[src/rtl/gse_pkg.sv]
// Shared types and constants for the granular synthesis grain engine.
// Used by gse_ctrl, gse_datapath and the top level; no dependencies.
`timescale 1ns / 1ps

package gse_pkg;

	// Pool and table sizes.
	localparam int MAX_GRAINS  = 64;
	localparam int SLOT_W      = 6;
	localparam int TABLE_DEPTH = 16384;
	localparam int TADDR_W     = 14;
	localparam int LEN_W       = 15;

	// Iteration counts of the envelope divider and the position modulo unit.
	localparam int DIV_STEPS = 17;
	localparam int MOD_STEPS = 19;

	// Command codes carried on the input tuser.
	localparam logic [1:0] CMD_LOAD  = 2'd0;
	localparam logic [1:0] CMD_START = 2'd1;
	localparam logic [1:0] CMD_TICK  = 2'd2;

	// Kind of result placed in the output register.
	localparam logic [1:0] RES_ZERO = 2'd0;
	localparam logic [1:0] RES_DROP = 2'd1;
	localparam logic [1:0] RES_TICK = 2'd2;

	// One input beat, unpacked.
	typedef struct packed {
		logic [TADDR_W-1:0] table_addr;
		logic signed [15:0] table_value;
		logic [29:0]        start_position;
		logic [19:0]        grain_duration;
		logic signed [20:0] grain_rate;
		logic [15:0]        grain_amplitude;
		logic [16:0]        grain_pan;
		logic [16:0]        envelope_peak;
		logic [19:0]        start_delay;
	} in_t;

	// State of one grain slot as held in the slot memory.
	typedef struct packed {
		logic [29:0]        position;
		logic signed [20:0] step;
		logic [19:0]        length;
		logic [19:0]        elapsed;
		logic [15:0]        gain;
		logic [16:0]        share;
		logic [16:0]        peak;
		logic [19:0]        delay;
	} slot_t;

	// Commands from the controller to the datapath.
	typedef struct packed {
		logic              latch_in;
		logic              tbl_wr;
		logic [SLOT_W-1:0] slot;
		logic              slot_rd;
		logic              find_wr;
		logic              clr_active;
		logic              delay_dec;
		logic              prep;
		logic              div_start;
		logic              tbl_rd;
		logic              mul1;
		logic              mul2;
		logic              mul3;
		logic              acc;
		logic              adv_wr;
		logic              acc_clr;
		logic              out_load;
		logic [1:0]        out_kind;
	} cmd_t;

	// Status from the datapath to the controller.
	typedef struct packed {
		logic active;
		logic ended;
		logic delayed;
		logic last_after;
		logic div_done;
		logic mod_done;
		logic out_free;
	} stat_t;

endpackage

[src/rtl/gse_ctrl.sv]
// Controller state machine of the grain engine: sequences loads, slot
// search for starts and the per-slot tick walk. Depends on gse_pkg.
`timescale 1ns / 1ps

module gse_ctrl (
	input  logic           clk,
	input  logic           arst_n,
	input  logic           in_valid,
	output logic           in_ready,
	input  logic [1:0]     command,
	input  gse_pkg::stat_t stat,
	output gse_pkg::cmd_t  cmd
);

	localparam logic [3:0] ST_IDLE = 4'd0;
	localparam logic [3:0] ST_LOAD = 4'd1;
	localparam logic [3:0] ST_FIND = 4'd2;
	localparam logic [3:0] ST_RD   = 4'd3;
	localparam logic [3:0] ST_LAT  = 4'd4;
	localparam logic [3:0] ST_PK   = 4'd5;
	localparam logic [3:0] ST_DIV  = 4'd6;
	localparam logic [3:0] ST_TRD  = 4'd7;
	localparam logic [3:0] ST_MUL2 = 4'd8;
	localparam logic [3:0] ST_MUL3 = 4'd9;
	localparam logic [3:0] ST_ACC  = 4'd10;
	localparam logic [3:0] ST_DONE = 4'd11;

	localparam logic [gse_pkg::SLOT_W-1:0] LAST_SLOT = gse_pkg::SLOT_W'(gse_pkg::MAX_GRAINS - 1);

	logic [3:0]                 state_q, state_d;
	logic [gse_pkg::SLOT_W-1:0] slot_q, slot_d;
	logic [1:0]                 kind_q, kind_d;

	assign in_ready = (state_q == ST_IDLE);

	// Next state and command decode.
	always_comb begin
		state_d      = state_q;
		slot_d       = slot_q;
		kind_d       = kind_q;
		cmd          = '0;
		cmd.slot     = slot_q;
		cmd.out_kind = kind_q;
		unique case (state_q)
			ST_IDLE: begin
				if (in_valid) begin
					cmd.latch_in = 1'b1;
					slot_d       = '0;
					kind_d       = gse_pkg::RES_ZERO;
					unique case (command)
						gse_pkg::CMD_LOAD:  state_d = ST_LOAD;
						gse_pkg::CMD_START: state_d = ST_FIND;
						gse_pkg::CMD_TICK: begin
							cmd.acc_clr = 1'b1;
							kind_d      = gse_pkg::RES_TICK;
							state_d     = ST_RD;
						end
						default:            state_d = ST_DONE;
					endcase
				end
			end
			ST_LOAD: begin
				cmd.tbl_wr = 1'b1;
				state_d    = ST_DONE;
			end
			ST_FIND: begin
				if (!stat.active) begin
					cmd.find_wr = 1'b1;
					state_d     = ST_DONE;
				end else if (slot_q == LAST_SLOT) begin
					kind_d  = gse_pkg::RES_DROP;
					state_d = ST_DONE;
				end else begin
					slot_d = slot_q + 1'b1;
				end
			end
			ST_RD: begin
				if (stat.active) begin
					cmd.slot_rd = 1'b1;
					state_d     = ST_LAT;
				end else if (slot_q == LAST_SLOT) begin
					state_d = ST_DONE;
				end else begin
					slot_d = slot_q + 1'b1;
				end
			end
			ST_LAT: begin
				if (stat.ended || stat.delayed) begin
					cmd.clr_active = stat.ended;
					cmd.delay_dec  = !stat.ended;
					if (slot_q == LAST_SLOT) begin
						state_d = ST_DONE;
					end else begin
						slot_d  = slot_q + 1'b1;
						state_d = ST_RD;
					end
				end else begin
					cmd.prep = 1'b1;
					state_d  = ST_PK;
				end
			end
			ST_PK: begin
				cmd.div_start = 1'b1;
				state_d       = ST_DIV;
			end
			ST_DIV: begin
				if (stat.div_done && stat.mod_done) begin
					cmd.tbl_rd = 1'b1;
					state_d    = ST_TRD;
				end
			end
			ST_TRD: begin
				cmd.mul1 = 1'b1;
				state_d  = ST_MUL2;
			end
			ST_MUL2: begin
				cmd.mul2 = 1'b1;
				state_d  = ST_MUL3;
			end
			ST_MUL3: begin
				cmd.mul3 = 1'b1;
				state_d  = ST_ACC;
			end
			ST_ACC: begin
				if (stat.mod_done) begin
					cmd.acc        = 1'b1;
					cmd.adv_wr     = 1'b1;
					cmd.clr_active = stat.last_after;
					if (slot_q == LAST_SLOT) begin
						state_d = ST_DONE;
					end else begin
						slot_d  = slot_q + 1'b1;
						state_d = ST_RD;
					end
				end
			end
			ST_DONE: begin
				if (stat.out_free) begin
					cmd.out_load = 1'b1;
					state_d      = ST_IDLE;
				end
			end
			default: state_d = ST_IDLE;
		endcase
	end

	// State registers.
	always_ff @(posedge clk or negedge arst_n) begin
		if (!arst_n) begin
			state_q <= ST_IDLE;
			slot_q  <= '0;
			kind_q  <= gse_pkg::RES_ZERO;
		end else begin
			state_q <= state_d;
			slot_q  <= slot_d;
			kind_q  <= kind_d;
		end
	end

endmodule

[config.mk]
export PLATFORM = sky130hd
export DESIGN_NAME = gse_ctrl
export DESIGN_NICKNAME = d
export VERILOG_FILES = /design/src/rtl/gse_pkg.sv /design/src/rtl/gse_ctrl.sv
export SDC_FILE = /design/constraint.sdc
export NUM_CORES = 1
export LEC_CHECK = 0
export BUFFER_PORTS_ARGS = -buffer_cell sky130_fd_sc_hd__buf_2
export CAP_MARGIN = 20
export CORE_MARGIN = 1
export CORE_UTILIZATION = 40
export DETAILED_ROUTE_END_ITERATION = 16
export PLACE_DENSITY = 0.67
export SKIP_LAST_GASP = 1
export SLEW_MARGIN = 20
export SYNTH_ARGS = -nofsm -noshare
export SYNTH_HDL_FRONTEND = slang
export SYNTH_SLANG_ARGS = --single-unit
[constraint.sdc]
create_clock -name clk -period 5.2 [get_ports clk]
set_input_delay 1.04 -clock clk [delete_from_list [all_inputs] [get_ports clk]]
set_output_delay 1.04 -clock clk [all_outputs]
set_load 0.02 [all_outputs]
==> flow_metrics.py <==
metrics = {
    "sta": {
        "skew_ps": 0.929,
        "tightest_slew_ps": 826,
        "holdWs_ps": 506,
        "finalHoldViolCount": 0,
        "layout_worst_path_cycle_share": 0.589,
        "relSlewSlack": 0.450,
        "maxSlewViolCount": 0,
        "setup_viol": 0,
        "fin_crit_ps": 3060,
        "fin_setup_tns_ps": 0,
        "rsz0062_at_grt": "no",
        "max_freq_mhz": 327,
    },
    "cts": {
        "post_cts_buffers": 0,
        "root_buffer": "clkbuf_4",
        "clkLatencyLatePin_ps": 270,
        "cts_sinks": 12,
        "cts_resized": 0,
        "clockBufferDepth": 2,
        "ctsHoldBuffers": 0,
        "cts_buffers": 3,
        "clkTransAtPathRegs_ps": 70,
        "cts_htree_levels": 1,
        "cts_tree": "done",
    },
    "detailed_routing": {
        "wire_per_inst_um": 12.9,
        "via_per_inst": 5.64,
        "drt-initial-drc-count": 33,
        "post-route-drc-count": 0,
        "dr.pass1.iters": 4,
        "ant_nets": 0,
        "wl_um": 2470,
        "vias": 1078,
    },
    "logic_synthesis": {
        "synth_top_family_by_area": "simple AND/OR/NAND/NOR gates",
        "netlist_top_cells_area": "dfrtp_1 (30%), nand2_1 (6.0%), nor2_1 (6.0%), a21oi_1 (5.0%), nor3_1 (5.0%)",
        "yosys_warnings": 0,
        "syn-cell-area_um2": 1000,
        "ys_types": 41,
        "async_reset_ff_frac": 1.00,
        "synth_simple_gate_area_frac": 0.348,
        "avgSynthCellArea_um2": 7.54,
        "synth_ff_type": "dfrtp_1",
        "yosysTopAreaCellShare": 0.299,
        "synth_xor_xnor_area_share": 0.00873,
        "synth_edf_count": 0,
        "synth_compound_area_frac": 0.252,
        "synth_fa_ha_area_frac": 0.0125,
        "synth.largest_area_cell": "dfrtp_1",
        "ys_ff_latch": 12,
        "seq_area_frac_synth": 0.299,
        "syn_inst": 133,
        "synth_mux_area_frac": 0,
        "syn_nets": 146,
    },
    "global_routing": {
        "grt.total_usage": 0.201,
        "antenna_found_initial": 0,
        "grt_first_pass_wirelength_um": 4080,
        "grt_pass1_vias": 957,
        "grt_max_degree": 25,
        "grt_overflow": 0,
    },
    "critical_path": {
        "end_kind": "output port",
        "crit_fanout": 16,
        "timing.rr.start": "state_q[0]",
        "r2r_cells": 5,
        "crit_type": "reg2out",
        "cp.arrival_ps": 2020,
        "r2r_end": "slot_q[5]",
        "crit_family": "simple AND/OR/NAND/NOR gates",
        "slowest_delay_ps": 560,
        "worst_setup_path_start_kind": "flip-flop",
        "slowest_stage": "dfrtp_1",
        "rrSetupSlack_ps": 2580,
        "required_ps": 4160,
        "critical_path_buf_inv_count": 1,
        "crit_chain": "or2_2, nor4_4, and3b_1, buf_2",
    },
    "floorplanning": {
        "initial_utilization": 0.437,
        "dieArea_um2": 2710,
        "coreArea_um2": 2300,
        "die_w_um": 52.1,
        "ioPinCount": 37,
        "rows": 17,
        "fp.dieH_um": 52.1,
    },
    "min_path": {
        "min_from": "kind_q[1]",
        "hold_class": "reg2reg",
        "hold-path-endpoint": "kind_q[1]",
        "hold_depth": 1,
    },
    "cells_and_area": {
        "final_common_cell": "buf_2",
        "area_growth_syn_to_layout_pct": 19.3,
        "fin_nets": 177,
        "final_area_um2": 1200,
        "layout_common_cells": "buf_2 (36), nand2_1 (16), nor2_1 (16)",
        "antennaDiodeCount": 0,
        "instances_no_fill": 191,
        "drive_gt1_frac": 0.294,
    },
    "pwr": {
        "finalPower_mw": 0.698,
        "peakVddDrop_mv": 0.265,
        "cellPowerDensity_nw_per_um2": 583,
        "power.leakage_nw": 0.578,
    },
    "placed_design": {
        "io_buffers": 36,
        "post_dp_cell_area_um2": 1160,
        "dp_hpwl_um": 1860,
        "place.gp.congestion": 0.841,
        "dp.cells": 187,
    },
    "outcome": {
        "status": "complete, no violations",
    },
    "flow_run": {
        "cap_violations": 0,
    },
}
==> worst register-to-register path, delay by kind of cell, from the launching register on <==
family / cells / cell delay [ps]
flip-flops: 1 / 860
AND/OR/NAND/NOR: 2 / 830
AO/OA/AOI/OAI: 3 / 850
==> report_power, final <==
group,internal (mW),switching (mW),total [mW]
combinational,0.161,0.235,0.396
clock,0.0425,0.0306,0.0731
sequential,0.128,0.101,0.229
total,0.332,0.367,0.698
==> cell type report <==
type                            count  area (um2)
Timing Repair Buffer               36         180
Clock buffer                        4        36.3
Inverter                            6        22.5
Sequential cell                    12         300
Tap cell                           28        35.0
Fill cell                         230        1100
Multi-Input combinational cell    105         623
==> cells by family after synthesis <==
logic type      Yosys count
compound gates           37
buf+inv                  16
flops                    12
fa+ha+maj                 1
xor+xnor                  1
simple gates             66
==> worst max-delay path by stage <==
stage	start	endpoint	slack, ps	depth (start not counted)
floorplan	stat[1]	cmd[13]	2140	3
global placement	in_valid	cmd[3]	2140	5
detailed placement	in_valid	cmd[3]	2140	5
CTS	state_q[3]	cmd[3]	2110	4
global route	state_q[1]	cmd[13]	1980	4
finish	state_q[3]	cmd[3]	2140	4
==> routing by layer <==
layer	wire length [um]	vias to the layer above	GRT usage
met3	141	2	0.0351
li1	-	532	-
met1	1160	508	0.279
met4	5	0	0.0631
met5	0	-	0
met2	1160	36	0.312
==> cell usage after synthesis, types with 2 or more instances <==
master    number
or2_2          2
nor3_1        10
buf_4          2
nand2_1       16
o22ai_1        2
or3_1          4
a21oi_1       10
clkbuf_1       3
a22o_1         2
nand2b_1       7
dfrtp_1       12
o31ai_1        2
a21o_1         2
buf_2          4
nor2_1        16
o21ai_0        7
and3b_1        2
inv_1          5
nand3_1        3
==> registers in the layout, summed over array words and instances (netlist names) <==
signal / flops
slot_q: 6
state_q: 4
kind_q: 2
==> stage by stage <==
| stage | util | setup WS (ps) |
|---|---|---|
| 5_1_grt | 0.521 | 1980 |
| 3_3_place_gp | 0.505 | 2140 |
| 6_report | 0.521 | 2140 |
| 4_1_cts | 0.521 | 2110 |
| 2_1_floorplan | - | 2140 |
| 3_5_place_dp | 0.505 | 2140 |
Power figures use the tool's default switching activity.
